==> src/sbrs_pkg.sv <==
package sbrs_pkg;

  // Map geometry
  localparam int MAP_BYTES  = 32;
  localparam int MAP_POINTS = MAP_BYTES * 8;
  localparam int BYTE_AW    = (MAP_BYTES > 1) ? $clog2(MAP_BYTES) : 1;

  // Command codes
  localparam logic [1:0] CMD_CLEAR  = 2'd0;
  localparam logic [1:0] CMD_MARK   = 2'd1;
  localparam logic [1:0] CMD_SELECT = 2'd2;
  localparam logic [1:0] CMD_RANK   = 2'd3;

  localparam logic [7:0] NO_POINT = 8'hff;

  typedef enum logic [1:0] {
    S_IDLE,
    S_SCAN,
    S_WRITE
  } state_t;

  typedef struct packed {
    logic [1:0] cmd;
    logic [7:0] point;
    logic [7:0] nth;
    logic [7:0] current_rank;
  } in_beat_t;

  typedef struct packed {
    logic       found;
    logic [7:0] point_index;
    logic [7:0] rank;
    logic [7:0] total;
  } out_beat_t;

  // Per-byte results of the shared byte unit
  typedef struct packed {
    logic [3:0] pop;       // set bits in the byte
    logic [3:0] pop_low;   // set bits at or below bit_pos
    logic       bit_set;   // bit at bit_pos
    logic [2:0] sel_pos;   // position of the k-th set bit
  } byte_res_t;

  function automatic logic [3:0] popcount8(input logic [7:0] b);
    logic [3:0] n;
    n = 4'd0;
    for (int i = 0; i < 8; i++) begin
      n = n + {3'd0, b[i]};
    end
    return n;
  endfunction

  // Position of the k-th set bit (k from 1), scanning upward
  function automatic logic [2:0] select8(input logic [7:0] b, input logic [3:0] k);
    logic [3:0] seen;
    logic [2:0] pos;
    logic       hit;
    seen = 4'd0;
    pos  = 3'd0;
    hit  = 1'b0;
    for (int i = 0; i < 8; i++) begin
      if (b[i]) begin
        seen = seen + 4'd1;
        if (!hit && seen == k) begin
          pos = 3'(i);
          hit = 1'b1;
        end
      end
    end
    return pos;
  endfunction

endpackage

==> src/sbrs_byte_unit.sv <==
module sbrs_byte_unit (
  input  logic              [7:0] byte_data,
  input  logic              [2:0] bit_pos,
  input  logic              [3:0] k,
  output sbrs_pkg::byte_res_t     res
);

  logic [7:0] low_mask;

  // bits 0..bit_pos inclusive
  assign low_mask = 8'((9'd2 << bit_pos) - 9'd1);

  always_comb begin
    res.pop     = sbrs_pkg::popcount8(byte_data);
    res.pop_low = sbrs_pkg::popcount8(byte_data & low_mask);
    res.bit_set = byte_data[bit_pos];
    res.sel_pos = sbrs_pkg::select8(byte_data, k);
  end

endmodule

==> src/sbrs_map.sv <==
module sbrs_map (
  input  logic                         clk,
  input  logic                         rst_n,
  input  logic                         clr,
  input  logic                         mark_en,
  input  logic [sbrs_pkg::BYTE_AW-1:0] mark_byte,
  input  logic                   [2:0] mark_bit,
  input  logic [sbrs_pkg::BYTE_AW-1:0] rd_byte,
  output logic                   [7:0] rd_data
);

  logic [7:0] map_r [sbrs_pkg::MAP_BYTES];

  // Bitmap storage: cleared by reset or the clear command
  always_ff @(posedge clk) begin
    if (!rst_n || clr) begin
      for (int i = 0; i < sbrs_pkg::MAP_BYTES; i++) begin
        map_r[i] <= 8'd0;
      end
    end else if (mark_en) begin
      map_r[mark_byte][mark_bit] <= 1'b1;
    end
  end

  assign rd_data = map_r[rd_byte];

endmodule

==> src/station_bitmap_rank_select_top.sv <==
// Station bitmap with rank and select.
// Input channel in_valid/in_stall/in_data carries one command beat: clear,
// mark a point, select the nth saved point, or rank a point. Each command
// gives exactly one result beat on out_valid/out_stall/out_data holding
// found, point_index, rank and the saved count limited to max_stations.
// cfg_wr_en/cfg_wr_data write max_stations (reset value 255); the user writes
// it only while idle, which the block itself does not enforce. Clear and mark
// update the map at the edge that takes the command. A sequencer then walks
// the map one byte per cycle through a single shared byte unit (popcount,
// masked popcount, in-byte select), accumulating the running count over all
// MAP_BYTES bytes. The write state then loads the output register and
// out_valid rises. in_stall is high from acceptance until the result is
// loaded, so no new command is taken while one is in progress.
// The output register holds a result while out_stall is high; the next
// command may be taken meanwhile, and its walk waits in the load cycle until
// the held result is taken. Reset (rst_n low, synchronous) clears the map,
// the sequencer and out_valid, and sets max_stations to 255.
module station_bitmap_rank_select_top (
  input  logic                clk,
  input  logic                rst_n,
  input  logic                cfg_wr_en,
  input  logic          [7:0] cfg_wr_data,
  input  logic                in_valid,
  output logic                in_stall,
  input  sbrs_pkg::in_beat_t  in_data,
  output logic                out_valid,
  input  logic                out_stall,
  output sbrs_pkg::out_beat_t out_data
);

  localparam int AW = sbrs_pkg::BYTE_AW;

  sbrs_pkg::state_t    state_r, state_nxt;
  logic          [7:0] max_r;
  logic          [1:0] cmd_r;
  logic          [7:0] point_r, nth_r;
  logic                point_ok_r;
  logic       [AW-1:0] byte_idx_r, byte_idx_nxt;
  logic          [8:0] cnt_r, cnt_nxt;
  logic                found_r, found_nxt;
  logic          [7:0] pidx_r, pidx_nxt;
  logic          [7:0] rank_r, rank_nxt;
  logic                out_valid_r;
  sbrs_pkg::out_beat_t out_r;

  logic                accept, point_ok, slot_free, last_byte;
  logic                scan_en, load_out;
  logic          [7:0] byte_data;
  logic          [8:0] sel_diff, rank_sum;
  logic                sel_hit;
  sbrs_pkg::byte_res_t bres;

  assign accept    = in_valid && !in_stall;
  assign point_ok  = {1'b0, in_data.point} < 9'(sbrs_pkg::MAP_POINTS);
  assign slot_free = !out_valid_r || !out_stall;
  assign last_byte = byte_idx_r == AW'(sbrs_pkg::MAP_BYTES - 1);

  // Config register
  always_ff @(posedge clk) begin
    if (!rst_n) begin
      max_r <= 8'hff;
    end else if (cfg_wr_en) begin
      max_r <= cfg_wr_data;
    end
  end

  // Map storage; clear and mark act at acceptance
  sbrs_map u_map (
    .clk       (clk),
    .rst_n     (rst_n),
    .clr       (accept && in_data.cmd == sbrs_pkg::CMD_CLEAR),
    .mark_en   (accept && in_data.cmd == sbrs_pkg::CMD_MARK && point_ok),
    .mark_byte (in_data.point[3 +: AW]),
    .mark_bit  (in_data.point[2:0]),
    .rd_byte   (byte_idx_r),
    .rd_data   (byte_data)
  );

  // Shared byte unit
  assign sel_diff = {1'b0, nth_r} - cnt_r;

  sbrs_byte_unit u_unit (
    .byte_data (byte_data),
    .bit_pos   (point_r[2:0]),
    .k         (sel_diff[3:0]),
    .res       (bres)
  );

  assign sel_hit  = !found_r && nth_r != 8'd0 && {1'b0, nth_r} > cnt_r &&
                    sel_diff <= {5'd0, bres.pop};
  assign rank_sum = cnt_r + {5'd0, bres.pop_low};

  // FSM next state
  always_comb begin
    state_nxt = state_r;
    unique case (state_r)
      sbrs_pkg::S_IDLE:  if (accept) state_nxt = sbrs_pkg::S_SCAN;
      sbrs_pkg::S_SCAN:  if (last_byte) state_nxt = sbrs_pkg::S_WRITE;
      sbrs_pkg::S_WRITE: if (slot_free) state_nxt = sbrs_pkg::S_IDLE;
      default:           state_nxt = sbrs_pkg::S_IDLE;
    endcase
  end

  // FSM outputs
  always_comb begin
    in_stall = 1'b1;
    scan_en  = 1'b0;
    load_out = 1'b0;
    unique case (state_r)
      sbrs_pkg::S_IDLE:  in_stall = 1'b0;
      sbrs_pkg::S_SCAN:  scan_en  = 1'b1;
      sbrs_pkg::S_WRITE: load_out = slot_free;
      default:           in_stall = 1'b1;
    endcase
  end

  always_ff @(posedge clk) begin
    if (!rst_n) begin
      state_r <= sbrs_pkg::S_IDLE;
    end else begin
      state_r <= state_nxt;
    end
  end

  // Per-byte accumulation
  always_comb begin
    byte_idx_nxt = byte_idx_r;
    cnt_nxt      = cnt_r;
    found_nxt    = found_r;
    pidx_nxt     = pidx_r;
    rank_nxt     = rank_r;
    if (accept) begin
      byte_idx_nxt = '0;
      cnt_nxt      = 9'd0;
      found_nxt    = 1'b0;
      pidx_nxt     = sbrs_pkg::NO_POINT;
      rank_nxt     = (in_data.cmd == sbrs_pkg::CMD_RANK) ? in_data.current_rank : 8'd0;
    end else if (scan_en) begin
      byte_idx_nxt = byte_idx_r + AW'(1);
      cnt_nxt      = cnt_r + {5'd0, bres.pop};
      unique case (cmd_r) inside
        sbrs_pkg::CMD_SELECT: begin
          if (sel_hit) begin
            found_nxt = 1'b1;
            pidx_nxt  = 8'({byte_idx_r, bres.sel_pos});
          end
        end
        sbrs_pkg::CMD_RANK: begin
          if (point_ok_r && byte_idx_r == point_r[3 +: AW] && bres.bit_set) begin
            found_nxt = 1'b1;
            rank_nxt  = rank_sum[7:0];
          end
        end
        sbrs_pkg::CMD_CLEAR, sbrs_pkg::CMD_MARK: ;
        default: ;
      endcase
    end
  end

  always_ff @(posedge clk) begin
    byte_idx_r <= byte_idx_nxt;
    cnt_r      <= cnt_nxt;
    found_r    <= found_nxt;
    pidx_r     <= pidx_nxt;
    rank_r     <= rank_nxt;
    if (accept) begin
      cmd_r      <= in_data.cmd;
      point_r    <= in_data.point;
      nth_r      <= in_data.nth;
      point_ok_r <= point_ok;
    end
  end

  // Output register
  always_ff @(posedge clk) begin
    if (!rst_n) begin
      out_valid_r <= 1'b0;
    end else if (load_out) begin
      out_valid_r <= 1'b1;
    end else if (!out_stall) begin
      out_valid_r <= 1'b0;
    end
  end

  always_ff @(posedge clk) begin
    if (load_out) begin
      out_r.found       <= found_r;
      out_r.point_index <= pidx_r;
      out_r.rank        <= rank_r;
      out_r.total       <= (cnt_r > {1'b0, max_r}) ? max_r : cnt_r[7:0];
    end
  end

  assign out_valid = out_valid_r;
  assign out_data  = out_r;

  // Checks
  a_accept_scan: assert property (@(posedge clk) disable iff (!rst_n)
    accept |=> state_r == sbrs_pkg::S_SCAN)
    else $error("accepted beat did not start a walk");

  a_out_from_write: assert property (@(posedge clk) disable iff (!rst_n)
    $rose(out_valid_r) |-> $past(state_r == sbrs_pkg::S_WRITE))
    else $error("result appeared outside the load cycle");

  a_cnt_bound: assert property (@(posedge clk) disable iff (!rst_n)
    state_r == sbrs_pkg::S_SCAN |-> cnt_r <= {byte_idx_r, 3'b000})
    else $error("running count exceeds bits walked");

  a_select_nonzero: assert property (@(posedge clk) disable iff (!rst_n)
    (state_r == sbrs_pkg::S_WRITE && cmd_r == sbrs_pkg::CMD_SELECT && found_r)
      |-> nth_r != 8'd0 && cnt_r >= {1'b0, nth_r})
    else $error("select hit inconsistent with count");

endmodule

==> config.mk <==
export PLATFORM = sky130hd
export DESIGN_NAME = station_bitmap_rank_select_top
export DESIGN_NICKNAME = d
export VERILOG_FILES = /design/src/sbrs_pkg.sv /design/src/sbrs_byte_unit.sv /design/src/sbrs_map.sv /design/src/station_bitmap_rank_select_top.sv
export SDC_FILE = /design/constraint.sdc
export NUM_CORES = 1
export LEC_CHECK = 0
export BUFFER_PORTS_ARGS = -buffer_cell sky130_fd_sc_hd__buf_2
export CORE_MARGIN = 2
export CORE_UTILIZATION = 25
export CTS_CLUSTER_DIAMETER = 200
export DETAILED_ROUTE_END_ITERATION = 7
export PLACE_DENSITY_LB_ADDON = 0.25
export SYNTH_ARGS = -nofsm -noshare
export SYNTH_HDL_FRONTEND = slang
export SYNTH_SLANG_ARGS = --single-unit
export TNS_END_PERCENT = 10
==> constraint.sdc <==
create_clock -name clk -period 9 [get_ports clk]
set_input_delay 1.8 -clock clk [delete_from_list [all_inputs] [get_ports clk]]
set_output_delay 1.8 -clock clk [all_outputs]
set_load 0.02 [all_outputs]
==> results of run 1 <==
cells by family after synthesis:
| kind of cell | count (synthesis) |
|---|---|
| flip-flops | 346 |
| adder cells (fa/ha/maj) | 55 |
| multiplexers | 113 |
| XOR/XNOR | 60 |
| AND/OR/NAND/NOR | 277 |
| buffers and inverters | 141 |
| AO/OA/AOI/OAI | 368 |
area by class of cell:
cell class              instances  area (µm²)
clock buffers                  48        1070
clock inverters                18         206
fillers                      6415       43700
inverters                      48         183
multi-input cells             873        7780
flip-flops and latches        346        7440
well taps                     837        1050
repair buffers                 83         498
worst paths after layout:
| path | from | end | slack [ns] |
|---|---|---|---|
| min reg2reg | rank_r[0]$_DFFE_PP_ | out_data[8]$_DFFE_PP_ | 0.42 |
| max | flop | pidx_r[1]$_SDFFE_PP1P_ | 1.87 |
| min | rank_r[0]$_DFFE_PP_ | out_data[8]$_DFFE_PP_ | 0.42 |
| max reg2reg | flop | pidx_r[1]$_SDFFE_PP1P_ | 1.87 |
registers in the layout, indices dropped and copies added, names as in the netlist, named ones only:
name and cells:
u_map.map_r 256, max_r 8, byte_idx_r 5, out_data 25, point_r 8, found_r 1
rank_r 8, nth_r 8, cnt_r 9, pidx_r 8, state_r 2, cmd_r 2
out_valid 1
layer usage:
metal | GRT usage (%) | wire [µm] | up-vias
met5 | 0 | 22 | -
met4 | 4.48 | 1140 | 4
met3 | 2.56 | 2630 | 78
met2 | 22.4 | 20800 | 345
met1 | 18.9 | 20600 | 5622
li1 | - | - | 5192
through the flow:
stage	utilization (%)	total power [mW]	hold slack (ns)	setup WS, ns
final	29.4	3.57	0.416	1.87
after global placement	27.4	2.01	0.404	1.98
after CTS	29.4	3.61	0.419	1.84
after detailed placement	27.4	2.01	0.405	1.88
after global routing	29.4	3.71	0.424	1.34
after floorplan	-	1.91	0.400	1.17
placed cells by master (no fill, tap or decap), drive strengths merged, types with 4 or more instances in the layout:
cell    netlist  layout
mux4         70      70
nand2b       19      19
clkbuf       69      48
a22oi         4       4
fa           11      11
mux2          6       6
clkinv        1      12
buf          24      83
nand3b        4       4
a21o          8       8
nor4          4       4
mux2i        37      37
o21a          5       5
nand3        23      23
and2          7       7
or2           9       9
dfxtp       295     295
a31oi         4       4
xnor3         6       6
o21ai        30      30
a211oi        4       4
xnor2        34      34
a21oi        27      27
nand4        11      11
nand2        74      74
nor2         80      80
xor2         20      20
ha           44      44
o211ai       11      11
nor2b        18      18
inv          47      48
a22o        251     251
or3           6       6
edfxtp       51      51
nor3         11      11
critical path: stages (launching register included):
cell and delay (ns):
dfxtp_4 0.70, buf_12 0.34, mux4_2 0.57, mux4_2 0.52, mux2_2 0.37, inv_1 0.10
ha_1 0.30, ha_1 0.58, ha_1 0.34, nand2_1 0.11, nand2_1 0.07, ha_1 0.35
nor2_1 0.07, nor2_1 0.17, ha_1 0.28, nand2_1 0.09, nand2_1 0.08, ha_1 0.32
mux2_2 0.28, ha_1 0.29, xnor2_1 0.13, nor4_2 0.20, nand4_1 0.12, or2_0 0.20
mux2i_1 0.24, o22a_1 0.19
power by group through the flow:
stage | sequential [mW] | clock (mW) | combinational, mW
4_1_cts | 1.62 | 1.64 | 0.352
6_report | 1.62 | 1.60 | 0.350
3_3_place_gp | 1.66 | 0 | 0.348
3_5_place_dp | 1.66 | 0 | 0.351
2_1_floorplan | 1.63 | 0 | 0.282
5_1_grt | 1.63 | 1.70 | 0.382
==> key figures, run 1 <==
Synth
  – Largest family of logic cells by synthesized area: compound AO/OA/AOI/OAI gates
  – Post-Syn Instances: between 1000 and 1500
  – Post-synthesis sequential area ratio: a little under half
  – Post-Syn Nets: between 1000 and 1500
  – Yosys top cell area share: a little under two fifths
  – Compound-Gate Fraction of Synth Area: 18.8%
  – Multiplexer share of the synthesized area: 12.9%
  – Mean Syn Cell Area: 11.6 µm²
  – Cell with the most instances after synthesis: dfxtp_1
  – Largest area contributor in the netlist: dfxtp_1
  – Synth Flop Type: dfxtp_1
  – Post-synthesis cell type count: 69
  – Post-Synth Simple-Gate Area: roughly 8.5%
  – Syn Std Cell Area: 0.0157 mm²
  – Synth top area cells: dfxtp_1, a22o_1, mux4_2
  – Post-synth top cells: dfxtp_1, a22o_1, nor2_1
  – Post-Synth XOR/XNOR Area: 4.10%
  – Post-synthesis adder-cell area fraction: 4.90%
  – Yosys warning total: 0
  – FF+latch count, synth: between 300 and 400
  – Async set-reset flop share out of synthesis: 0%
  – Post-synth EDFFs: approximately 50

Global routing
  – Global-route wire length before repair: ~70000 µm
  – Largest net degree at the start of global routing: between 200 and 300
  – Global route total overflow: 0
  – Initial antenna violation count: 2
  – Gr usage total: about 14%
  – Vias in the first global route: 11200

Drt
  – DRC violations left: 0
  – Vias per inst: around 5.0
  – 1st-pass router iterations: 5
  – Initial DRC count: approximately 750
  – WL final: approximately 45000 µm
  – Vias post-DR: between 10000 and 15000
  – Routed length per instance: ~20 µm
  – Final ANT Viol Nets: 0

Setup path
  – Worst EP required: ~9.5 ns
  – Setup crit end kind: flop
  – Nature of the critical path startpoint: flop
  – FF-to-FF path depth: 25
  – Max FO, Critical Path: 35
  – WP data arrival: ~7.6 ns
  – Crit Path Class: flop to flop

CTS
  – Longest Clk Path Bufs: 3
  – Clk sinks: roughly 350
  – Root Driver: clkbuf_16
  – Total setup buffers inserted after CTS: 0
  – Later-pin clock latency in the skew report: roughly 0.57 ns
  – Num CTS Buffers: 38
  – Hold-fix buffers, CTS: 0
  – Resize count post-CTS: 0
  – CTS HTree Levels: 2
  – Reg clk slew, reported paths: roughly 0.06 ns
  – CTS tree: yes

Floorplanning
  – Die Wd: between 200 and 300 µm
  – I/O pin count: 66
  – Die area: approximately 0.065 mm²
  – Core area: roughly 0.062 mm²
  – Initial Utilization: between 20% and 30%
  – # rows: 91
  – Die H: 255 µm

Place
  – I/O Buffers: 65
  – Total placed cells including tap cells: roughly 2200
  – Routability Congestion: 0.848
  – Post-DP Area: approximately 0.017 mm²
  – Detailed Place HPWL: 30800 µm

STA
  – Fmax achieved: between 100 and 150 MHz
  – Final slew viol count: 0
  – Final Hold Fails: 0
  – TNS Setup: 0 ns
  – Min Clock Period, post-route: slightly above 7 ns
  – Post-Route Skew: 0.0241 ns
  – Slew at the pin with the worst max-slew slack: roughly 1.2 ns
  – Slew margin rel.: roughly a fifth
  – RSZ-0062 raised after global routing: false
  – Final period util: 79.2%
  – Final setup fails: 0

Layout
  – Antenna cell count: 0
  – NumNets Final: around 1500
  – Fin area: between 0.015 and 0.02 mm²
  – Non-Filler Instances: between 2000 and 2500
  – Layout area overhead: 15.8%
  – Share of cells above drive strength 1: ~18%

Outcome
  – Status: completed

Power
  – Combinational power share: under 10%
  – NetSw: approximately 0.91 mW
  – Power per Cell Area: 196 mW/mm²
  – Pleak: 6.87 nW
  – Sw Share: between 20% and 30%
  – Max VDD drop: 113 µV
  – Clock Power Share: about 45%
  – Pint: around 2.7 mW
  – Sequential share of power: a little under half

Worst hold path
  – Hold Crit Class: flop to flop
  – Hold Path Stages: 0

Run
  – Number of max-cap violations: 0
No activity file was read; power rests on OpenSTA's default activity.
==> inputs of run 2 (changes only) <==
--- a/config.mk
+++ b/config.mk
@@ -5,6 +5,7 @@
 export SDC_FILE = /design/constraint.sdc
 export NUM_CORES = 1
 export LEC_CHECK = 0
+export ABC_AREA = 1
 export BUFFER_PORTS_ARGS = -buffer_cell sky130_fd_sc_hd__buf_2
 export CORE_MARGIN = 2
 export CORE_UTILIZATION = 25
==> constraint.sdc (replaced) <==
create_clock -name clk -period 5.9 [get_ports clk]
set_input_delay 1.18 -clock clk [delete_from_list [all_inputs] [get_ports clk]]
set_output_delay 1.18 -clock clk [all_outputs]
set_load 0.02 [all_outputs]
==> run 2 against run 1 <==
Die area is 2.9% higher. Non-clock buffer count is 42 higher. Synthesized area is 3.0% higher. Global-route usage is 0.47 points higher. Utilization is 0.23 points higher. Combinational power grew to 6.5 times the previous value. Routed wire length is 10% higher. Clock skew is 0.022 ns higher. Count of clock-buffer cells in the layout is 17 higher. Worst hold slack hardly changed. Register-to-register slack worse by 1.5 ns. Critical endpoint is now pidx_r[4]$_SDFFE_PP1P_.
==> key figures, run 2 <==
CTS
  – Clk sinks: 346 (unchanged)
  – CTS tree: yes (unchanged)
  – Reg clk slew, reported paths: 0.05 ns (was 0.06 ns)
  – Longest Clk Path Bufs: 3 (unchanged)
  – Hold-fix buffers, CTS: 0 (unchanged)
  – Later-pin clock latency in the skew report: 0.58 ns (was 0.57 ns)
  – Num CTS Buffers: 40 (was 38)
  – Root Driver: clkbuf_16 (unchanged)
  – CTS HTree Levels: 2 (unchanged)

Global routing
  – Initial antenna violation count: 0 (was 2)
  – Vias in the first global route: 13600 (was 11200)
  – Largest net degree at the start of global routing: 194 (was 250)
  – Global-route wire length before repair: 76800 µm (was 69300 µm)
  – Gr usage total: 14.4% (was 14.0%)
  – Global route total overflow: 0 (unchanged)

Floorplanning
  – Die area: 0.0669 mm² (was 0.0650 mm²)
  – # rows: 93 (was 91)
  – Die Wd: 259 µm (was 255 µm)
  – Core area: 0.0642 mm² (was 0.0619 mm²)
  – Initial Utilization: 25.2% (was 25.4%)
  – Die H: 259 µm (was 255 µm)
  – I/O pin count: 66 (unchanged)

STA
  – Final Hold Fails: 0 (unchanged)
  – Min Clock Period, post-route: 5.49 ns (was 7.13 ns)
  – Final period util: 93.1% (was 79.2%)
  – Slew at the pin with the worst max-slew slack: 1.05 ns (was 1.21 ns)
  – Final slew viol count: 0 (unchanged)
  – Post-Route Skew: 0.0465 ns (was 0.0241 ns)
  – RSZ-0062 raised after global routing: false (unchanged)
  – Fmax achieved: 182 MHz (was 140 MHz)
  – Post-route setup slack: 0.407 ns (was 1.87 ns)
  – Final setup fails: 0 (unchanged)
  – TNS Setup: 0 ns (unchanged)
  – Slew margin rel.: 30.2% (was 19.5%)

Power
  – Pleak: 7.02 nW (was 6.87 nW)
  – Tot Pwr: 7.26 mW (was 3.57 mW)
  – Power per Cell Area: 381 mW/mm² (was 196 mW/mm²)
  – Max VDD drop: 185 µV (was 113 µV)

Synth
  – Syn Std Cell Area: 0.0162 mm² (was 0.0157 mm²)
  – Post-synthesis cell type count: 49 (was 69)
  – Synth Flop Type: dfxtp_1 (unchanged)
  – Post-synth EDFFs: 51 (unchanged)
  – Post-synthesis sequential area ratio: 45.9% (was 47.3%)
  – Yosys warning total: 0 (unchanged)
  – FF+latch count, synth: 346 (unchanged)
  – Async set-reset flop share out of synthesis: 0% (unchanged)
  – Cell with the most instances after synthesis: inv_1 (was dfxtp_1)
  – Post-Syn Instances: 2053 (was 1360)
  – Largest area contributor in the netlist: dfxtp_1 (unchanged)
  – Synth top area cells: dfxtp_1, o22ai_1, edfxtp_1 (was dfxtp_1, a22o_1, mux4_2)
  – Mean Syn Cell Area: 7.89 µm² (was 11.6 µm²)
  – Post-synth top cells: inv_1, dfxtp_1, nand2_1 (was dfxtp_1, a22o_1, nor2_1)
  – Post-Syn Nets: 2147 (was 1454)
  – Yosys top cell area share: 36.4% (was 37.5%)

Setup path
  – Setup crit end kind: flop (unchanged)
  – Slowest stage delay, CP: 0.57 ns (was 0.70 ns)
  – WP data arrival: 5.93 ns (was 7.63 ns)
  – Max FO, Critical Path: 19 (was 35)
  – Slowest-stage cell, CP: fa_1 (was dfxtp_4)
  – Crit-path most repeated cell: fa_1 (was ha_1)
  – Worst EP required: 6.34 ns (was 9.50 ns)
  – Crit Path Class: flop to flop (unchanged)
  – Nature of the critical path startpoint: flop (unchanged)

Layout
  – Most common cell after layout, fill and taps aside: inv_1 (was dfxtp_1)
  – Multi-input gate area: 0.00687 mm² (was 0.00778 mm²)
  – Share of cells above drive strength 1: 10.5% (was 17.7%)
  – NumNets Final: 2202 (was 1484)
  – Fillers: 6971 (was 6415)
  – Finished Core Util: 29.7% (was 29.4%)
  – Max FFs per register: 256 (unchanged)
  – Layout area overhead: 17.6% (was 15.8%)
  – Commonest non-fill, non-tap cells in the layout: inv_1, dfxtp_1, nand2_1, o22ai_1, a21oi_1 (was dfxtp_1, a22o_1, nor2_1, nand2_1, mux4_2)
  – Fin area: 0.0190 mm² (was 0.0182 mm²)
  – Register Area: 0.00744 mm² (unchanged)
  – Most flop-heavy register: u_map.map_r (unchanged)

Place
  – Pre-CTS setup slack: 0.00539 ns (was 1.88 ns)
  – I/O Buffers: 65 (unchanged)
  – Post-DP Area: 0.0176 mm² (was 0.0170 mm²)
  – Detailed Place HPWL: 32000 µm (was 30800 µm)
  – Routability Congestion: 0.832 (was 0.848)

Drt
  – 1st-pass router iterations: 6 (was 5)
  – Vias post-DR: 14200 (was 11200)
  – WL final: 49800 µm (was 45200 µm)
  – DRC violations left: 0 (unchanged)
  – Routed length per instance: 16.6 µm (was 20.1 µm)
  – Initial DRC count: 1104 (was 752)
  – Vias per inst: 4.75 (was 4.99)
  – Final ANT Viol Nets: 0 (unchanged)

Outcome
  – Status: completed (unchanged)

Worst hold path
  – Hold Crit Class: flop to flop (unchanged)

Run
  – Number of max-cap violations: 0 (unchanged)
## run 2: final cells by class
class | instances | share of cell area (%)
sequential | 346 | 39.1
multi-input combinational | 1216 | 36.0
inverter | 378 | 7.55
clock buffer | 65 | 6.17
tap | 855 | 5.62
timing repair buffer | 125 | 4.84
clock inverter | 6 | 0.650
timing repair inverter | 1 | 0.0460
antenna | 1 | 0.0131
## run 2: kinds of logic (layout without fill, tap and decap cells)
| logic type | Yosys count | in the layout | share of synthesized area [%] |
|---|---|---|---|
| flip-flops | 346 | 346 | 45.9 |
| AND/OR/NAND/NOR | 519 | 519 | 14.2 |
| adder cells (fa/ha/maj) | 55 | 55 | 4.76 |
| AO/OA/AOI/OAI | 613 | 613 | 21.6 |
| XOR/XNOR | 29 | 29 | 1.61 |
| buffers and inverters | 491 | 575 | 12.0 |
| other | 0 | 1 | 0 |
## run 2: critical path: cells and delay by family (launching register included)
family	cells	cell delay [ns]
compound gates	7	1.11
xor+xnor	1	0.22
fa+ha+maj	5	1.98
buf+inv	7	0.87
flops	1	0.41
simple gates	6	0.73
## run 2: where the power goes
group | internal (mW) | total [mW] | switching, mW
clock | 1.46 | 2.47 | 1.01
combinational | 0.875 | 2.29 | 1.41
sequential | 2.46 | 2.50 | 0.0448
## run 2: worst paths after layout
kind / from / slack [ns] / to / depth (start not counted)
setup / recovery: flop / 0.41 / pidx_r[4]$_SDFFE_PP1P_ / 26
hold / removal: rank_r[3]$_DFFE_PP_ / 0.42 / out_data[11]$_DFFE_PP_ / 0
setup reg to reg: flop / 0.41 / pidx_r[4]$_SDFFE_PP1P_ / 26
hold reg to reg: rank_r[3]$_DFFE_PP_ / 0.42 / out_data[11]$_DFFE_PP_ / 0
## run 2: stage by stage
stage          cells  hold WS (ns)
3_3_place_gp    2917         0.400
2_1_floorplan   2053         0.400
4_1_cts         2988         0.418
3_5_place_dp    2917         0.405
5_1_grt         2992         0.423
6_report        2993         0.416
## run 2: per-layer routing
| metal | vias to the layer above | share of wire (%) | global-route usage, % |
|---|---|---|---|
| met5 | - | 0 | 0 |
| met4 | 0 | 2.4 | 4.51 |
| met3 | 78 | 5.2 | 2.31 |
| met2 | 357 | 46 | 23.4 |
| met1 | 6680 | 47 | 19.6 |
| li1 | 7101 | - | - |
## run 2: what timing repair did
action                                  in CTS  in global routing
setup buffers                                0                  1
endpoints found under the setup margin       3                 15
gates cloned                                 0                  3
pin swaps                                    0                  1
gates resized for setup                      1                 17
